==> src/rtl/assert_macros.svh <==
// ---------------------------------------------------------------------------
// assert_macros.svh
// shared assertion macros for the frame parser rtl
// ---------------------------------------------------------------------------
`ifndef ASSERT_MACROS_SVH
`define ASSERT_MACROS_SVH

// clocked check, masked while reset is held
`define BFP_ASSERT(label, clk, rst_n, prop, msg) \
    label: assert property (@(posedge clk) disable iff (!rst_n) prop) else $error(msg);

// clocked check that also holds during reset
`define BFP_ASSERT_ALWAYS(label, clk, prop, msg) \
    label: assert property (@(posedge clk) prop) else $error(msg);

`endif

==> src/rtl/bfp_pkg.sv <==
// ---------------------------------------------------------------------------
// bfp_pkg
// shared constants, controller states and control structs of the frame parser
// ---------------------------------------------------------------------------
package bfp_pkg;

    localparam int MAX_PAYLOAD = 64;
    localparam int BYTE_W      = 8;
    localparam int LEN_W       = 7;
    localparam int IDX_W       = 6;
    localparam int SUM_W       = 16;

    localparam logic [BYTE_W-1:0] BYTE_START = 8'hDD;
    localparam logic [BYTE_W-1:0] BYTE_READ  = 8'hA5;
    localparam logic [BYTE_W-1:0] BYTE_WRITE = 8'h5A;
    localparam logic [BYTE_W-1:0] BYTE_END   = 8'h77;

    typedef enum logic [3:0] {
        ST_HUNT,
        ST_MARK,
        ST_REG,
        ST_LEN,
        ST_DATA,
        ST_CKHI,
        ST_CKLO,
        ST_END,
        ST_RD,
        ST_LOAD,
        ST_SHOW
    } t_state;

    // controller to datapath
    typedef struct packed {
        logic set_mark;
        logic load_reg;
        logic load_len;
        logic store_data;
        logic load_ckhi;
        logic eval_ck;
        logic drain_start;
        logic rd_issue;
        logic out_load;
        logic drain_next;
    } t_cmd;

    // datapath to controller
    typedef struct packed {
        logic is_start;
        logic is_mark;
        logic is_end;
        logic len_over;
        logic len_zero;
        logic data_done;
        logic ck_good;
        logic drain_last;
    } t_stat;

endpackage

==> src/rtl/bfp_ram.sv <==
// ---------------------------------------------------------------------------
// bfp_ram
// generic single write port, single read port ram with registered read
// ---------------------------------------------------------------------------
module bfp_ram #(
    parameter int WIDTH = 8,
    parameter int DEPTH = 64
) (
    input  logic                     i_clk,
    input  logic                     i_we,
    input  logic [$clog2(DEPTH)-1:0] i_waddr,
    input  logic [WIDTH-1:0]         i_wdata,
    input  logic                     i_re,
    input  logic [$clog2(DEPTH)-1:0] i_raddr,
    output logic [WIDTH-1:0]         o_rdata
);

    logic [WIDTH-1:0] r_mem [DEPTH];
    logic [WIDTH-1:0] r_rdata;

    always_ff @(posedge i_clk) begin
        if (i_we) begin
            r_mem[i_waddr] <= i_wdata;
        end
        if (i_re) begin
            r_rdata <= r_mem[i_raddr];
        end
    end

    assign o_rdata = r_rdata;

endmodule

==> src/rtl/bfp_ctrl.sv <==
// ---------------------------------------------------------------------------
// bfp_ctrl
// frame phase sequencer and payload drain controller
// ---------------------------------------------------------------------------
module bfp_ctrl (
    input  logic           i_clk,
    input  logic           i_rst_n,
    input  logic           i_in_valid,
    output logic           o_in_stall,
    output logic           o_out_valid,
    input  logic           i_out_stall,
    input  bfp_pkg::t_stat i_stat,
    output bfp_pkg::t_cmd  o_cmd
);
    import bfp_pkg::*;

    t_state r_state;
    t_state n_state;
    logic   acc;
    t_state abort_st;

    always_ff @(posedge i_clk) begin
        if (!i_rst_n) begin
            r_state <= ST_HUNT;
        end else begin
            r_state <= n_state;
        end
    end

    assign o_in_stall  = (r_state == ST_RD) || (r_state == ST_LOAD) || (r_state == ST_SHOW);
    assign o_out_valid = (r_state == ST_SHOW);
    assign acc         = i_in_valid && !o_in_stall;
    assign abort_st    = i_stat.is_start ? ST_MARK : ST_HUNT;

    always_comb begin
        n_state = r_state;
        o_cmd   = '0;
        unique case (r_state)
            ST_HUNT: begin
                if (acc && i_stat.is_start) n_state = ST_MARK;
            end
            ST_MARK: begin
                if (acc) begin
                    if (i_stat.is_mark) begin
                        o_cmd.set_mark = 1'b1;
                        n_state        = ST_REG;
                    end else begin
                        n_state = abort_st;
                    end
                end
            end
            ST_REG: begin
                if (acc) begin
                    o_cmd.load_reg = 1'b1;
                    n_state        = ST_LEN;
                end
            end
            ST_LEN: begin
                if (acc) begin
                    if (i_stat.len_over) begin
                        n_state = abort_st;
                    end else begin
                        o_cmd.load_len = 1'b1;
                        n_state        = i_stat.len_zero ? ST_CKHI : ST_DATA;
                    end
                end
            end
            ST_DATA: begin
                if (acc) begin
                    o_cmd.store_data = 1'b1;
                    if (i_stat.data_done) n_state = ST_CKHI;
                end
            end
            ST_CKHI: begin
                if (acc) begin
                    o_cmd.load_ckhi = 1'b1;
                    n_state         = ST_CKLO;
                end
            end
            ST_CKLO: begin
                if (acc) begin
                    o_cmd.eval_ck = 1'b1;
                    n_state       = ST_END;
                end
            end
            ST_END: begin
                if (acc) begin
                    if (i_stat.is_end && i_stat.ck_good) begin
                        o_cmd.drain_start = 1'b1;
                        n_state           = ST_RD;
                    end else begin
                        n_state = abort_st;
                    end
                end
            end
            ST_RD: begin
                o_cmd.rd_issue = 1'b1;
                n_state        = ST_LOAD;
            end
            ST_LOAD: begin
                o_cmd.out_load = 1'b1;
                n_state        = ST_SHOW;
            end
            ST_SHOW: begin
                if (!i_out_stall) begin
                    if (i_stat.drain_last) begin
                        n_state = ST_HUNT;
                    end else begin
                        o_cmd.drain_next = 1'b1;
                        n_state          = ST_RD;
                    end
                end
            end
            default: n_state = ST_HUNT;
        endcase
    end

endmodule

==> src/rtl/bfp_dpath.sv <==
// ---------------------------------------------------------------------------
// bfp_dpath
// frame header registers, running checksum, payload buffer and result word
// ---------------------------------------------------------------------------
module bfp_dpath (
    input  logic                         i_clk,
    input  logic                         i_rst_n,
    input  logic [bfp_pkg::BYTE_W-1:0]   i_rx_byte,
    input  bfp_pkg::t_cmd                i_cmd,
    output bfp_pkg::t_stat               o_stat,
    output logic                         o_frame_is_write,
    output logic [bfp_pkg::BYTE_W-1:0]   o_register_number,
    output logic [bfp_pkg::LEN_W-1:0]    o_frame_length,
    output logic                         o_has_data,
    output logic [bfp_pkg::IDX_W-1:0]    o_byte_index,
    output logic [bfp_pkg::BYTE_W-1:0]   o_data_value,
    output logic                         o_last_of_frame
);
    import bfp_pkg::*;

    logic              r_write;
    logic [BYTE_W-1:0] r_reg;
    logic [LEN_W-1:0]  r_len;
    logic [LEN_W-1:0]  r_cnt;
    logic [BYTE_W-1:0] r_ckhi;
    logic [SUM_W-1:0]  r_sum;
    logic              r_ck_good;
    logic [IDX_W-1:0]  r_idx;

    logic              r_o_write;
    logic [BYTE_W-1:0] r_o_reg;
    logic [LEN_W-1:0]  r_o_len;
    logic              r_o_has;
    logic [IDX_W-1:0]  r_o_idx;
    logic [BYTE_W-1:0] r_o_data;
    logic              r_o_last;

    logic [BYTE_W-1:0] ram_q;
    logic [LEN_W-1:0]  cnt_inc;
    logic [SUM_W-1:0]  sum_add;
    logic [SUM_W-1:0]  sum_neg;
    logic              has_pay;

    assign cnt_inc = r_cnt + LEN_W'(1);
    assign sum_add = r_sum + SUM_W'(i_rx_byte);
    assign sum_neg = SUM_W'(0) - r_sum;
    assign has_pay = (r_len != '0);

    assign o_stat.is_start   = (i_rx_byte == BYTE_START);
    assign o_stat.is_mark    = (i_rx_byte == BYTE_READ) || (i_rx_byte == BYTE_WRITE);
    assign o_stat.is_end     = (i_rx_byte == BYTE_END);
    assign o_stat.len_over   = (i_rx_byte > BYTE_W'(MAX_PAYLOAD));
    assign o_stat.len_zero   = (i_rx_byte == '0);
    assign o_stat.data_done  = (cnt_inc >= r_len);
    assign o_stat.ck_good    = r_ck_good;
    assign o_stat.drain_last = !has_pay || ((LEN_W'(r_idx) + LEN_W'(1)) == r_len);

    always_ff @(posedge i_clk) begin
        if (!i_rst_n) begin
            r_write   <= 1'b0;
            r_reg     <= '0;
            r_len     <= '0;
            r_cnt     <= '0;
            r_ckhi    <= '0;
            r_sum     <= '0;
            r_ck_good <= 1'b0;
            r_idx     <= '0;
        end else begin
            if (i_cmd.set_mark)   r_write <= (i_rx_byte == BYTE_WRITE);
            if (i_cmd.load_reg) begin
                r_reg <= i_rx_byte;
                r_sum <= SUM_W'(i_rx_byte);
            end
            if (i_cmd.load_len) begin
                r_len <= LEN_W'(i_rx_byte);
                r_cnt <= '0;
                r_sum <= sum_add;
            end
            if (i_cmd.store_data) begin
                r_cnt <= cnt_inc;
                r_sum <= sum_add;
            end
            if (i_cmd.load_ckhi)  r_ckhi <= i_rx_byte;
            if (i_cmd.eval_ck)    r_ck_good <= (sum_neg == {r_ckhi, i_rx_byte});
            if (i_cmd.drain_start) r_idx <= '0;
            if (i_cmd.drain_next)  r_idx <= r_idx + IDX_W'(1);
        end
    end

    bfp_ram #(
        .WIDTH (BYTE_W),
        .DEPTH (MAX_PAYLOAD)
    ) u_buf (
        .i_clk   (i_clk),
        .i_we    (i_cmd.store_data),
        .i_waddr (r_cnt[IDX_W-1:0]),
        .i_wdata (i_rx_byte),
        .i_re    (i_cmd.rd_issue),
        .i_raddr (r_idx),
        .o_rdata (ram_q)
    );

    // result word, held while the receiver stalls
    always_ff @(posedge i_clk) begin
        if (i_cmd.out_load) begin
            r_o_write <= r_write;
            r_o_reg   <= r_reg;
            r_o_len   <= r_len;
            r_o_has   <= has_pay;
            r_o_idx   <= has_pay ? r_idx : '0;
            r_o_data  <= has_pay ? ram_q : '0;
            r_o_last  <= o_stat.drain_last;
        end
    end

    assign o_frame_is_write  = r_o_write;
    assign o_register_number = r_o_reg;
    assign o_frame_length    = r_o_len;
    assign o_has_data        = r_o_has;
    assign o_byte_index      = r_o_idx;
    assign o_data_value      = r_o_data;
    assign o_last_of_frame   = r_o_last;

endmodule

==> src/rtl/bms_frame_parser.sv <==
// ---------------------------------------------------------------------------
// bms_frame_parser
// byte-serial frame parser for a battery-management link, additive checksum
// ---------------------------------------------------------------------------
// usage
// - input channel: one received byte per word on i_rx_byte, taken at an edge
//   with i_in_valid high and o_in_stall low
// - frame: DD, A5 (read) or 5A (write), register, length (0..64), data bytes,
//   checksum high, checksum low, 77; checksum is the 16-bit negated sum of
//   register, length and data
// - a bad marker, overlong length, bad end byte or checksum mismatch drops the
//   frame; a DD in those places restarts it, anything else goes back to hunting
// - output channel: one word per payload byte (one header-only word for an
//   empty frame), taken at an edge with o_out_valid high and i_out_stall low;
//   o_last_of_frame marks the final word
// - drain: after the end byte the payload buffer drains word by word through
//   read, load and show states, limited by the single registered read port
//   of the buffer; the next word is read only once the shown one is taken
// - first result word is valid in the show state, after read and load
// - while words drain o_in_stall is high; a stalled output word holds, and the
//   drain waits on it
// - reset (synchronous, active low) returns to hunting for DD with nothing
//   pending; the payload buffer is not cleared
// ---------------------------------------------------------------------------
`include "assert_macros.svh"

module bms_frame_parser (
    input  logic                         i_clk,
    input  logic                         i_rst_n,
    input  logic                         i_in_valid,
    output logic                         o_in_stall,
    input  logic [bfp_pkg::BYTE_W-1:0]   i_rx_byte,
    output logic                         o_out_valid,
    input  logic                         i_out_stall,
    output logic                         o_frame_is_write,
    output logic [bfp_pkg::BYTE_W-1:0]   o_register_number,
    output logic [bfp_pkg::LEN_W-1:0]    o_frame_length,
    output logic                         o_has_data,
    output logic [bfp_pkg::IDX_W-1:0]    o_byte_index,
    output logic [bfp_pkg::BYTE_W-1:0]   o_data_value,
    output logic                         o_last_of_frame
);
    import bfp_pkg::*;

    t_cmd  cmd;
    t_stat stat;

    // phase sequencer and drain control
    bfp_ctrl u_ctrl (
        .i_clk       (i_clk),
        .i_rst_n     (i_rst_n),
        .i_in_valid  (i_in_valid),
        .o_in_stall  (o_in_stall),
        .o_out_valid (o_out_valid),
        .i_out_stall (i_out_stall),
        .i_stat      (stat),
        .o_cmd       (cmd)
    );

    // header, checksum, payload buffer and result word
    bfp_dpath u_dpath (
        .i_clk             (i_clk),
        .i_rst_n           (i_rst_n),
        .i_rx_byte         (i_rx_byte),
        .i_cmd             (cmd),
        .o_stat            (stat),
        .o_frame_is_write  (o_frame_is_write),
        .o_register_number (o_register_number),
        .o_frame_length    (o_frame_length),
        .o_has_data        (o_has_data),
        .o_byte_index      (o_byte_index),
        .o_data_value      (o_data_value),
        .o_last_of_frame   (o_last_of_frame)
    );

    // input is never taken while a result word is pending
    `BFP_ASSERT(a_no_overlap, i_clk, i_rst_n, !(o_out_valid && !o_in_stall), "input open while draining")

    // a payload word always lies inside the frame length
    `BFP_ASSERT(a_idx_range, i_clk, i_rst_n, (o_out_valid && o_has_data) |-> (7'(o_byte_index) < o_frame_length), "byte index beyond length")

    // an empty frame gives exactly one word
    `BFP_ASSERT(a_empty_last, i_clk, i_rst_n, (o_out_valid && !o_has_data) |-> o_last_of_frame, "empty frame word not last")

    // once the last word is taken, input opens again
    `BFP_ASSERT(a_reopen, i_clk, i_rst_n, (o_out_valid && !i_out_stall && o_last_of_frame) |=> !o_in_stall, "input stays closed after frame")

endmodule
==> config.mk <==
export PLATFORM = sky130hd
export DESIGN_NAME = bms_frame_parser
export DESIGN_NICKNAME = d
export VERILOG_FILES = /design/src/rtl/bfp_pkg.sv /design/src/rtl/bfp_ram.sv /design/src/rtl/bfp_ctrl.sv /design/src/rtl/bfp_dpath.sv /design/src/rtl/bms_frame_parser.sv
export VERILOG_INCLUDE_DIRS = /design/src /design/src/rtl
export SDC_FILE = /design/constraint.sdc
export NUM_CORES = 1
export LEC_CHECK = 0
export BUFFER_PORTS_ARGS = -buffer_cell sky130_fd_sc_hd__buf_4
export CAP_MARGIN = 20
export CORE_UTILIZATION = 50
export CTS_CLUSTER_SIZE = 30
export DETAILED_ROUTE_END_ITERATION = 7
export MAX_ROUTING_LAYER = met4
export PLACE_DENSITY_LB_ADDON = 0.15
export SETUP_SLACK_MARGIN = 0.02
export SYNTH_ARGS = -nofsm -noshare
export SYNTH_HDL_FRONTEND = slang
export SYNTH_SLANG_ARGS = --single-unit
==> constraint.sdc <==
create_clock -name i_clk -period 4.1 [get_ports i_clk]
set_input_delay 0.82 -clock i_clk [delete_from_list [all_inputs] [get_ports i_clk]]
set_output_delay 0.82 -clock i_clk [all_outputs]
set_load 0.01 [all_outputs]
==> metrics.md, run 1 <==
| Metric | Value |
|---|---|
| Layout cells sized above 1 | `0.2642` |
| FF+latch count, synth | `610` |
| Via total after detailed routing | `13.03k` |
| Average cell area after synthesis | `18.07 sq um` |
| Critical path peak fanout | `27` |
| Die X | `225.5 microns` |
| CTS H-tree depth | `2` |
| Initial DRT Pass Iterations | `5` |
| Final period util | `0.8120` |
| Register area share after synthesis | `0.7104` |
| Largest net degree at the start of global routing | `72` |
| Busiest grt layer | `met2` |
| Io pins | `46` |
| DRT antenna net count | `0` |
| Critical Path RT | `4.57 ns` |
| Final cell count without fillers | `2,201` |
| Peak supply drop | `0.3422 mV` |
| Slew @ Worst Pin | `1.087 ns` |
| DRT iter0 DRCs | `1,315` |
| Layout Area Growth over Synthesis | `14.25%` |
| DRC errors left | `0` |
| Chip Height | `225.5 microns` |
| TNS Setup | `0 ns` |
| Startpoint types | `flop` |
| Synth Net Count | `1,413` |
| Post-synth ARST share | `0` |
| Commonest non-fill, non-tap cell in the layout | `edfxtp_1` |
| Met2 GRT Util | `0.3787` |
| Final core utilization | `0.5815` |
| CP Capture Type | `flop` |
| Largest Register | `u_dpath.u_buf.r_mem` |
| N_diodes | `0` |
| Critical path class | `flop to flop` |
| Total grt overflow | `0` |
| PwrDens | `452.6 nW/um^2` |
| Clock Pin Slew Worst Setup and Hold Paths | `0.07 ns` |
| Synthesis Warnings | `0` |
| First-pass GRT wire length | `85,100 microns` |
| EDFF count, synth | `552` |
| Gates resized, CTS repair | `0` |
| Status | `finished clean` |
| Area of the mapped netlist | `24,970 sq um` |
| Setup ws final | `0.7708 ns` |
| Max_cap viols | `0` |
| Setup violators final | `0` |
| Nets | `1,517` |
| Power Total | `12.91 mW` |
| Yosys cell types | `65` |
| Mapped Cells | `1,382` |
| Final Max Tran Viols | `0` |
| Final hold vios | `0` |
| Met1 Use GR | `0.3276` |
| Sink Count | `610` |
| Core area | `49,050 sq um` |
| Rel. slew slack | `0.2727` |
| DR WL/cell | `26.16 microns` |
| Postcts setup bufs | `0` |
| Most frequent cells in the layout | `edfxtp_1, mux4_2, nor2_1` |
| I/O Buffers | `45` |
| FP Rows | `81` |
| Regs by FF count | `u_dpath.u_buf.r_mem (512), u_dpath.r_sum (16)` |
| Pre-CTS setup slack | `0.6313 ns` |
| GP Congestion | `0.8495` |
| Met3 Use GR | `0.03820` |
| Root Buffer | `clkbuf_16` |
| Vias in the first global route | `12.98k` |
| Clock insertion delay at the later pin of the skew report | `0.62 ns` |
| Fillers | `3,759` |
| Max FFs per register | `512` |
| Primary FF master, synth | `edfxtp_1` |
| Inserted Clock Buffers | `61` |
| WP data arrival | `3.80 ns` |
| CTS tree | `done` |
| Hold Path Class | `flop to flop` |
| DP Cell Count | `2,087` |
| CTS Hold Bufs | `0` |
| Full die area | `50,830 sq um` |
| DR vias/cell | `5.918` |
| Initial Utilization | `0.5090` |
| Max Fclk | `300.4 MHz` |
| Gr usage total | `0.2416` |
| Routed WL | `57,590 microns` |
| Deepest clock path buffer count | `3` |
| Final min period | `3.329 ns` |
| Detailed Place HPWL | `36,660 microns` |
| Skew final | `0.01764 ns` |
| Unrepaired setup endpoints after global routing | `no` |
| Initial antenna violation count | `4` |
| Leakage | `8.975 nW` |
## cell usage after synthesis (6+ instances only)
library cell,count,area share
edfxtp_1,552,0.66
mux4_2,166,0.15
nor2_1,125,0.019
dfxtp_1,58,0.047
nand2_1,53,0.0080
a21oi_1,46,0.0092
clkbuf_1,46,0.0069
nand3_1,31,0.0062
xnor2_1,27,0.0095
o21ai_0,22,0.0044
inv_1,20,0.0030
ha_1,18,0.0090
mux2i_1,17,0.0068
and2_1,16,0.0040
buf_2,15,0.0030
xor2_1,11,0.0039
nor2b_1,10,0.0025
nor3_1,10,0.0020
buf_1,9,0.0014
buf_6,9,0.0041
nand2b_1,9,0.0023
and3_1,7,0.0018
nand3b_1,7,0.0021
nand4_1,7,0.0018
a31oi_1,6,0.0015
o211ai_1,6,0.0018
or3_1,6,0.0015
or4_1,6,0.0018
## logic make-up (layout without fill, tap and decap cells)
kind of cell,count (synthesis),in the layout,synth area share
fa+ha+maj,19,19,0.009823
xor+xnor,38,38,0.01333
simple gates,308,308,0.05959
buf+inv,102,257,0.01909
compound gates,120,120,0.03027
flops,610,610,0.7104
mux,185,185,0.1575
## where the power goes
group / internal [mW] / switching [mW]
sequential: 6.76 / 0.00245
combinational: 0.0311 / 0.144
clock: 3.64 / 2.33
total: 10.4 / 2.48
## worst max-delay path: stages (launching register included)
cell and delay (ns):
dfxtp_4 0.75, buf_4 0.42, ha_1 0.29, nand3_1 0.20
mux2i_1 0.19, o21ai_0 0.16, a21oi_1 0.09, o31ai_2 0.74
or4b_2 0.25, o211ai_1 0.08
## metal layers
metal	wire, microns	up-vias
met1	24070	6745
li1	-	5723
met3	4021	98
met5	0	-
met2	27870	460
met4	1632	0
## final timing paths
| check | slack (ns) | from | depth (start not counted) | to |
|---|---|---|---|---|
| max reg2reg | 0.77 | u_dpath.r_idx[0] | 9 | u_dpath.r_idx[2] |
| min | 0.43 | u_dpath.r_reg[3] | 0 | u_dpath.o_register_number[3] |
| max | 0.77 | u_dpath.r_idx[0] | 9 | u_dpath.r_idx[2] |
| min reg2reg | 0.43 | u_dpath.r_reg[3] | 0 | u_dpath.o_register_number[3] |
## layout make-up
class	count	area, sq um	share of cell area
Clock inverter	43	580.6	0.02035
Tap cell	664	830.8	0.02913
Multi-Input combinational cell	670	6760	0.2370
Sequential cell	610	17750	0.6222
Inverter	21	78.83	0.002763
Clock buffer	71	1584	0.05553
Timing Repair Buffer	122	940.9	0.03299
## stage by stage
step	cell area [sq um]	hold slack [ns]
6_report	28520	0.4302
5_1_grt	28520	0.4530
4_1_cts	28520	0.4345
3_5_place_dp	26360	0.4200
3_3_place_gp	26360	0.4173
2_1_floorplan	24970	0.4019
No activity file was read; power rests on OpenSTA's default activity.
==> run 2, diff against run 1 <==
==> constraint.sdc (replaced) <==
create_clock -name i_clk -period 3.4 [get_ports i_clk]
set_input_delay 0.68 -clock i_clk [delete_from_list [all_inputs] [get_ports i_clk]]
set_output_delay 0.68 -clock i_clk [all_outputs]
set_load 0.01 [all_outputs]
==> run 2 against run 1 <==
Total power grew 17%. Final area grew 0.92%. Register-to-register slack lost 0.27 ns. Via count grew 1.1%. Combinational power grew 27%. Routed wire length grew 0.75%. Setup slack lost 0.27 ns. Global-route usage grew 0.17 points. Fmax grew 15%. Hold slack lost 0.017 ns. Count of clock-buffer cells in the layout grew 10. Sequential power grew 21%.
==> metrics.md, run 2 (synthesis results as in run 1) <==
| Metric | Value |
|---|---|
| FP Rows | `81 (unchanged)` |
| Final min period | `2.901 ns (-0.4278 ns)` |
| Vias in the first global route | `12.97k (-0.13%)` |
| Max FFs per register | `512 (unchanged)` |
| Rel. slew slack | `0.3322 (+0.05949)` |
| Nets | `1,565 (+3.2%)` |
| Deepest clock path buffer count | `3 (unchanged)` |
| Flop2flop setup slack | `0.50 ns (-0.27 ns)` |
| Commonest non-fill, non-tap cell in the layout | `edfxtp_1` |
| GP Congestion | `0.8506 (+0.13%)` |
| Startpoint types | `flop` |
| Io pins | `46 (unchanged)` |
| Final Max Tran Viols | `0 (unchanged)` |
| Status | `finished clean` |
| Combinational power share | `0.015 (about the same)` |
| WP data arrival | `3.23 ns (-0.57 ns)` |
| CTS tree | `done` |
| DR vias/cell | `5.850 (-1.1%)` |
| Gr usage total | `0.2433 (+0.001680)` |
| Layout cells sized above 1 | `0.2799 (+0.01580)` |
| PwrDens | `526.7 nW/um^2 (+16%)` |
| I/O Buffers | `45 (unchanged)` |
| WHS Endpoint | `u_dpath.u_buf.r_mem[55][7]` |
| Setup violators final | `0 (unchanged)` |
| Largest Register | `u_dpath.u_buf.r_mem` |
| Postcts setup bufs | `0 (unchanged)` |
| Gates resized, CTS repair | `0 (unchanged)` |
| CP Capture Type | `flop` |
| Inserted Clock Buffers | `61 (unchanged)` |
| P_sw | `2.965 mW (+20%)` |
| DR WL/cell | `25.76 microns (-1.5%)` |
| Peak supply drop | `0.4477 mV (+31%)` |
| Max Fclk | `344.7 MHz (+15%)` |
| Critical Path RT | `3.73 ns (-0.84 ns)` |
| Leakage | `9.148 nW (+1.9%)` |
| CTS Hold Bufs | `0 (unchanged)` |
| Max_cap viols | `0 (unchanged)` |
| Hold Startpoint | `i_rx_byte[7]` |
| Final core utilization | `0.5869 (+0.005357)` |
| Worst R2R Start | `u_dpath.r_idx[0]` |
| Via total after detailed routing | `13.18k (+1.1%)` |
| Initial DRT Pass Iterations | `8 (+3)` |
| Chip Height | `225.5 microns (unchanged)` |
| Total grt overflow | `0 (unchanged)` |
| First-pass GRT wire length | `85,700 microns (+0.71%)` |
| CTS H-tree depth | `2 (unchanged)` |
| DRC errors left | `0 (unchanged)` |
| Initial Utilization | `0.5090 (unchanged)` |
| Initial antenna violation count | `7 (+3)` |
| Skew final | `0.01637 ns (-0.001265 ns)` |
| Die X | `225.5 microns (unchanged)` |
| Reg-to-Reg End | `u_dpath.u_buf.o_rdata[2]` |
| Sw frac | `0.1956 (+0.003739)` |
| Clk pwr share | `0.447 (-0.015)` |
| Critical path class | `flop to flop` |
| DRT antenna net count | `0 (unchanged)` |
| Full die area | `50,830 sq um (unchanged)` |
| Slew @ Worst Pin | `0.9994 ns (-0.08759 ns)` |
| Reg power frac | `0.538 (+0.014)` |
| Sink Count | `610 (unchanged)` |
| Unrepaired setup endpoints after global routing | `no` |
| Core area | `49,050 sq um (unchanged)` |
| Worst Hold Path Cells | `1 (+1)` |
| Clock insertion delay at the later pin of the skew report | `0.62 ns (about the same)` |
| Layout Area Growth over Synthesis | `15.31%` |
| Final period util | `0.8533 (+0.04135)` |
| Internal Pwr Total | `12.20 mW (+17%)` |
| Regs by FF count | `u_dpath.u_buf.r_mem (512), u_dpath.r_sum (16)` |
| Hold Path Class | `primary input to flop` |
| Clock Pin Slew Worst Setup and Hold Paths | `0.06 ns (about the same)` |
| Largest net degree at the start of global routing | `72 (unchanged)` |
| Detailed Place HPWL | `37,060 microns (+1.1%)` |
| Routed WL | `58,020 microns (+0.75%)` |
| TNS Setup | `0 ns (unchanged)` |
| Most frequent cells in the layout | `edfxtp_1, mux4_2, buf_4` |
| DRT iter0 DRCs | `1,268 (-3.6%)` |
| Critical path peak fanout | `34 (+26%)` |
| Worst reg2reg path depth | `7 (-2)` |
| Final hold vios | `0 (unchanged)` |
| Root Buffer | `clkbuf_16` |
## run 2: changes by cell type in the layout (fill, tap and decap cells not counted)
cell       change
inv_6          +2
diode_2        +2
clkbuf_1      +10
clkbuf_8       -2
buf_4         +45
clkinv_2       -6
clkinv_1       +1
bufinv_16      -6
inv_16         -1
clkbuf_16      +2
buf_12         +3
clkinv_4       +1
## run 2: stage by stage
stage                     setup slack (ns)  total power, mW  instances  hold WS, ns  instance area, sq um
after floorplan                     0.7618            8.378       1382       0.4019                 24970
after global placement              0.4495            8.534       2135       0.4169                 26760
after detailed placement            0.4481            8.542       2135       0.4204                 26760
after CTS                           0.5099            15.29       2250       0.3699                 28780
after global routing                0.2364            15.56       2252       0.3989                 28790
final                               0.4986            15.16       2252       0.4137                 28790
## run 2: worst max path at each step
stage | startpoint | cells past startpoint | end | slack, ns
after global placement | i_rx_byte[2] | 8 | u_dpath.r_sum[13] | 0.45
after global routing | u_dpath.r_cnt[0] | 12 | u_ctrl.r_state[3] | 0.24
after floorplan | u_ctrl.r_state[1] | 4 | u_dpath.o_byte_index[0] | 0.76
after CTS | u_dpath.r_idx[0] | 7 | u_dpath.u_buf.o_rdata[2] | 0.51
after detailed placement | i_rx_byte[0] | 8 | u_dpath.r_sum[14] | 0.45
final | u_dpath.r_idx[0] | 7 | u_dpath.u_buf.o_rdata[2] | 0.50
## run 2: per-layer routing
layer | share of wire | vias to the layer above | global-route usage | routed length, microns
met4 | 0.031 | 0 | 0.08032 | 1772
met5 | 0 | - | - | 0
li1 | - | 5847 | - | -
met1 | 0.43 | 6809 | 0.3328 | 24690
met2 | 0.48 | 416 | 0.3758 | 27960
met3 | 0.062 | 103 | 0.03924 | 3595
## run 2: area by class of cell
class,instances,area [sq um]
inverters,21,78.83
flip-flops and latches,610,17750
multi-input cells,670,6760
clock inverters,34,380.4
fillers,3688,20260
clock buffers,81,1644
repair buffers,170,1339
diodes,2,5.005
well taps,664,830.8
## run 2: worst max-delay path, cell delays in order (launching register included)
cell and delay [ns]:
dfxtp_4 0.56, buf_12 0.33, mux4_2 0.53, nor2b_1 0.14, a211oi_1 0.46, a21oi_1 0.15, a211oi_1 0.33, a21oi_1 0.07
## run 2: power groups by stage
stage | combinational [mW] | clock [mW] | sequential, mW
3_3_place_gp | 0.218 | 0 | 8.32
4_1_cts | 0.224 | 6.91 | 8.16
3_5_place_dp | 0.225 | 0 | 8.32
5_1_grt | 0.241 | 7.17 | 8.15
2_1_floorplan | 0.0580 | 0 | 8.32
6_report | 0.224 | 6.78 | 8.16
==> run 3, diff against run 2 <==
--- a/config.mk
+++ b/config.mk
@@ -11,6 +11,7 @@
 export CORE_UTILIZATION = 50
 export CTS_CLUSTER_SIZE = 30
 export DETAILED_ROUTE_END_ITERATION = 7
+export GPL_TIMING_DRIVEN = 0
 export MAX_ROUTING_LAYER = met4
 export PLACE_DENSITY_LB_ADDON = 0.15
 export SETUP_SLACK_MARGIN = 0.02
==> run 3 against run 2 <==
The run now ends with negative setup slack left. Count of clock-buffer cells in the layout is the same. Sequential power barely moved. Routed wire length rose by 2.3%. Fmax decreased by 18%. Total power is 1.5% lower. Die area unchanged. Cell count down 2.2%. Combinational power fell by 12%. Largest power group unchanged. Clock skew decreased by 0.0030 ns.
==> metrics.md, run 3 (synthesis results as in run 1) <==
| Metric | Value |
|---|---|
| Status | `finished with violations` |
| Violated checks | `negative setup slack` |
| Die X | `225.5 microns (unchanged)` |
| P_sw | `2.956 mW (-0.32%)` |
| CTS Hold Bufs | `0 (unchanged)` |
| CTS H-tree depth | `2 (unchanged)` |
| Largest net degree at the start of global routing | `73 (+1.4%)` |
| Critical Path RT | `3.65 ns (-0.08 ns)` |
| Max Fclk | `283.6 MHz (-18%)` |
| Power Total | `14.93 mW (-1.5%)` |
| Final Max Tran Viols | `0 (unchanged)` |
| DRC errors left | `0 (unchanged)` |
| Nets | `1,520 (-2.9%)` |
| I/O Buffers | `44 (-2.2%)` |
| Setup violators final | `48 (+48)` |
| Largest Register | `u_dpath.u_buf.r_mem` |
| Vias in the first global route | `13.07k (+0.82%)` |
| Initial DRT Pass Iterations | `5 (-3)` |
| Final min period | `3.526 ns (+0.6246 ns)` |
| Combinational power share | `0.013 (-0.002)` |
| Startpoint types | `flop` |
| Flop2flop setup slack | `-0.13 ns (-0.62 ns)` |
| PwrDens | `528.7 nW/um^2 (+0.39%)` |
| Core area | `49,050 sq um (unchanged)` |
| Total grt overflow | `0 (unchanged)` |
| Max_cap viols | `0 (unchanged)` |
| Reg power frac | `0.547 (+0.009)` |
| Detailed Place HPWL | `38,760 microns (+4.6%)` |
| Setup ws final | `-0.1260 ns (-0.6246 ns)` |
| Crit-path max cell delay | `0.90 ns (+0.34 ns)` |
| Critical path class | `flop to flop` |
| DRT iter0 DRCs | `1,421 (+12%)` |
| Final period util | `1.037 (+0.1837)` |
| Postcts setup bufs | `0 (unchanged)` |
| Commonest non-fill, non-tap cell in the layout | `edfxtp_1` |
| Worst path cell trace | `clkbuf_1, nor2b_1, and3_1, clkbuf_1, nand3_1, nor2_1` |
| DP Cell Count | `2,090 (-2.1%)` |
| Internal Pwr Total | `11.97 mW (-1.8%)` |
| Sink Count | `610 (unchanged)` |
| First-pass GRT wire length | `87,130 microns (+1.7%)` |
| Routed WL | `59,330 microns (+2.3%)` |
| Chip Height | `225.5 microns (unchanged)` |
| Deepest clock path buffer count | `3 (unchanged)` |
| Leakage | `8.694 nW (-5.0%)` |
| Clk pwr share | `0.440 (-0.007)` |
| Most common cell on crit path | `clkbuf_1` |
| Layout cells sized above 1 | `0.2588 (-0.02117)` |
| Max FFs per register | `512 (unchanged)` |
| Clock Pin Slew Worst Setup and Hold Paths | `0.06 ns (about the same)` |
| DR vias/cell | `6.028 (+3.0%)` |
| Gates resized, CTS repair | `9 (+9)` |
| Via total after detailed routing | `13.28k (+0.80%)` |
| Clock insertion delay at the later pin of the skew report | `0.63 ns (about the same)` |
| Full die area | `50,830 sq um (unchanged)` |
| Slew @ Worst Pin | `0.9360 ns (-0.06339 ns)` |
| GP Congestion | `0.9183 (+8.0%)` |
| WP data arrival | `3.77 ns (+0.54 ns)` |
| Regs by FF count | `u_dpath.u_buf.r_mem (512), u_dpath.r_sum (16)` |
| Final hold vios | `0 (unchanged)` |
| Inserted Clock Buffers | `61 (unchanged)` |
| Skew final | `0.01334 ns (-0.003030 ns)` |
| Worst reg2reg path depth | `6 (-1)` |
| Layout Area Growth over Synthesis | `13.09%` |
| Sw frac | `0.1980 (+0.002408)` |
| Root Buffer | `clkbuf_16` |
| Gr usage total | `0.2483 (+0.004995)` |
| Slowest-stage cell, CP | `nor2_1` |
| Io pins | `46 (unchanged)` |
| Worst Hold Path Cells | `3 (+2)` |
| CTS tree | `done` |
| CP Capture Type | `flop` |
| Hold Path Class | `primary input to flop` |
| Peak supply drop | `0.5099 mV (+14%)` |
| DRT antenna net count | `0 (unchanged)` |
| Initial antenna violation count | `1 (-6)` |
| Critical path peak fanout | `10 (-71%)` |
| Most frequent cells in the layout | `edfxtp_1, mux4_2, nor2_1` |
| FP Rows | `81 (unchanged)` |
| Final core utilization | `0.5756 (-0.01125)` |
| Unrepaired setup endpoints after global routing | `yes` |
| DR WL/cell | `26.93 microns (+4.5%)` |
| Initial Utilization | `0.5090 (unchanged)` |
| Final cell count without fillers | `2,203 (-2.2%)` |
| Pre-CTS setup slack | `-0.4347 ns (-0.8829 ns)` |
| Rel. slew slack | `0.3745 (+0.04236)` |
[run 3: cell count changes in the layout (fill, tap and decap cells not counted), sizes merged]
cell	delta
bufinv	-4
buf	-92
inv	-1
clkinv	+2
diode	-1
clkbuf	+47
[run 3: metrics by stage]
step / cell area (sq um) / TNS, ns / hold slack [ns]
floorplan: 24970 / 0 / 0.4019
global placement: 26130 / -13.43 / 0.4120
detailed placement: 26140 / -7.241 / 0.4251
CTS: 28120 / -0.1667 / 0.3759
global route: 28240 / -16.81 / 0.4213
finish: 28240 / -3.993 / 0.4036
[run 3: area by class of cell]
cell class,count,area [sq um]
fill,3783,20820
tap,664,830.8
sequential,610,17740
inverter,21,78.83
multi-input combinational,670,6888
timing repair buffer,44,330.3
clock inverter,31,269.0
buffer,81,406.6
clock buffer,81,1693
antenna,1,2.502
[run 3: power by group through the flow]
stage | combinational, mW | clock [mW] | sequential (mW)
5_1_grt | 0.216 | 6.94 | 8.16
6_report | 0.198 | 6.57 | 8.16
3_3_place_gp | 0.188 | 0 | 8.32
2_1_floorplan | 0.0580 | 0 | 8.32
4_1_cts | 0.199 | 6.66 | 8.16
3_5_place_dp | 0.199 | 0 | 8.32
[run 3: routing by layer]
layer  part of all wire  global-route usage  up-vias
met5                  0                   -        -
met4              0.028             0.08339        0
met3              0.070             0.04107       96
met2               0.49              0.3862      513
met1               0.42              0.3358     6911
li1                   -                   -     5760
[run 3: worst paths after layout]
kind | start | end
worst max register to register | u_ctrl.r_state[2] | u_dpath.u_buf.r_mem[53][1]
worst max-delay path | u_ctrl.r_state[2] | u_dpath.u_buf.r_mem[53][1]
worst min-delay path | i_rst_n | u_dpath.r_sum[14]
worst min register to register | u_dpath.r_reg[7] | u_dpath.o_register_number[7]
[run 3: worst max-delay path, delay by kind of cell, from the launching register on]
kind / cells / cell delay [ns]
flip-flops: 1 / 0.30
AND/OR/NAND/NOR: 4 / 2.14
buffers and inverters: 2 / 0.70
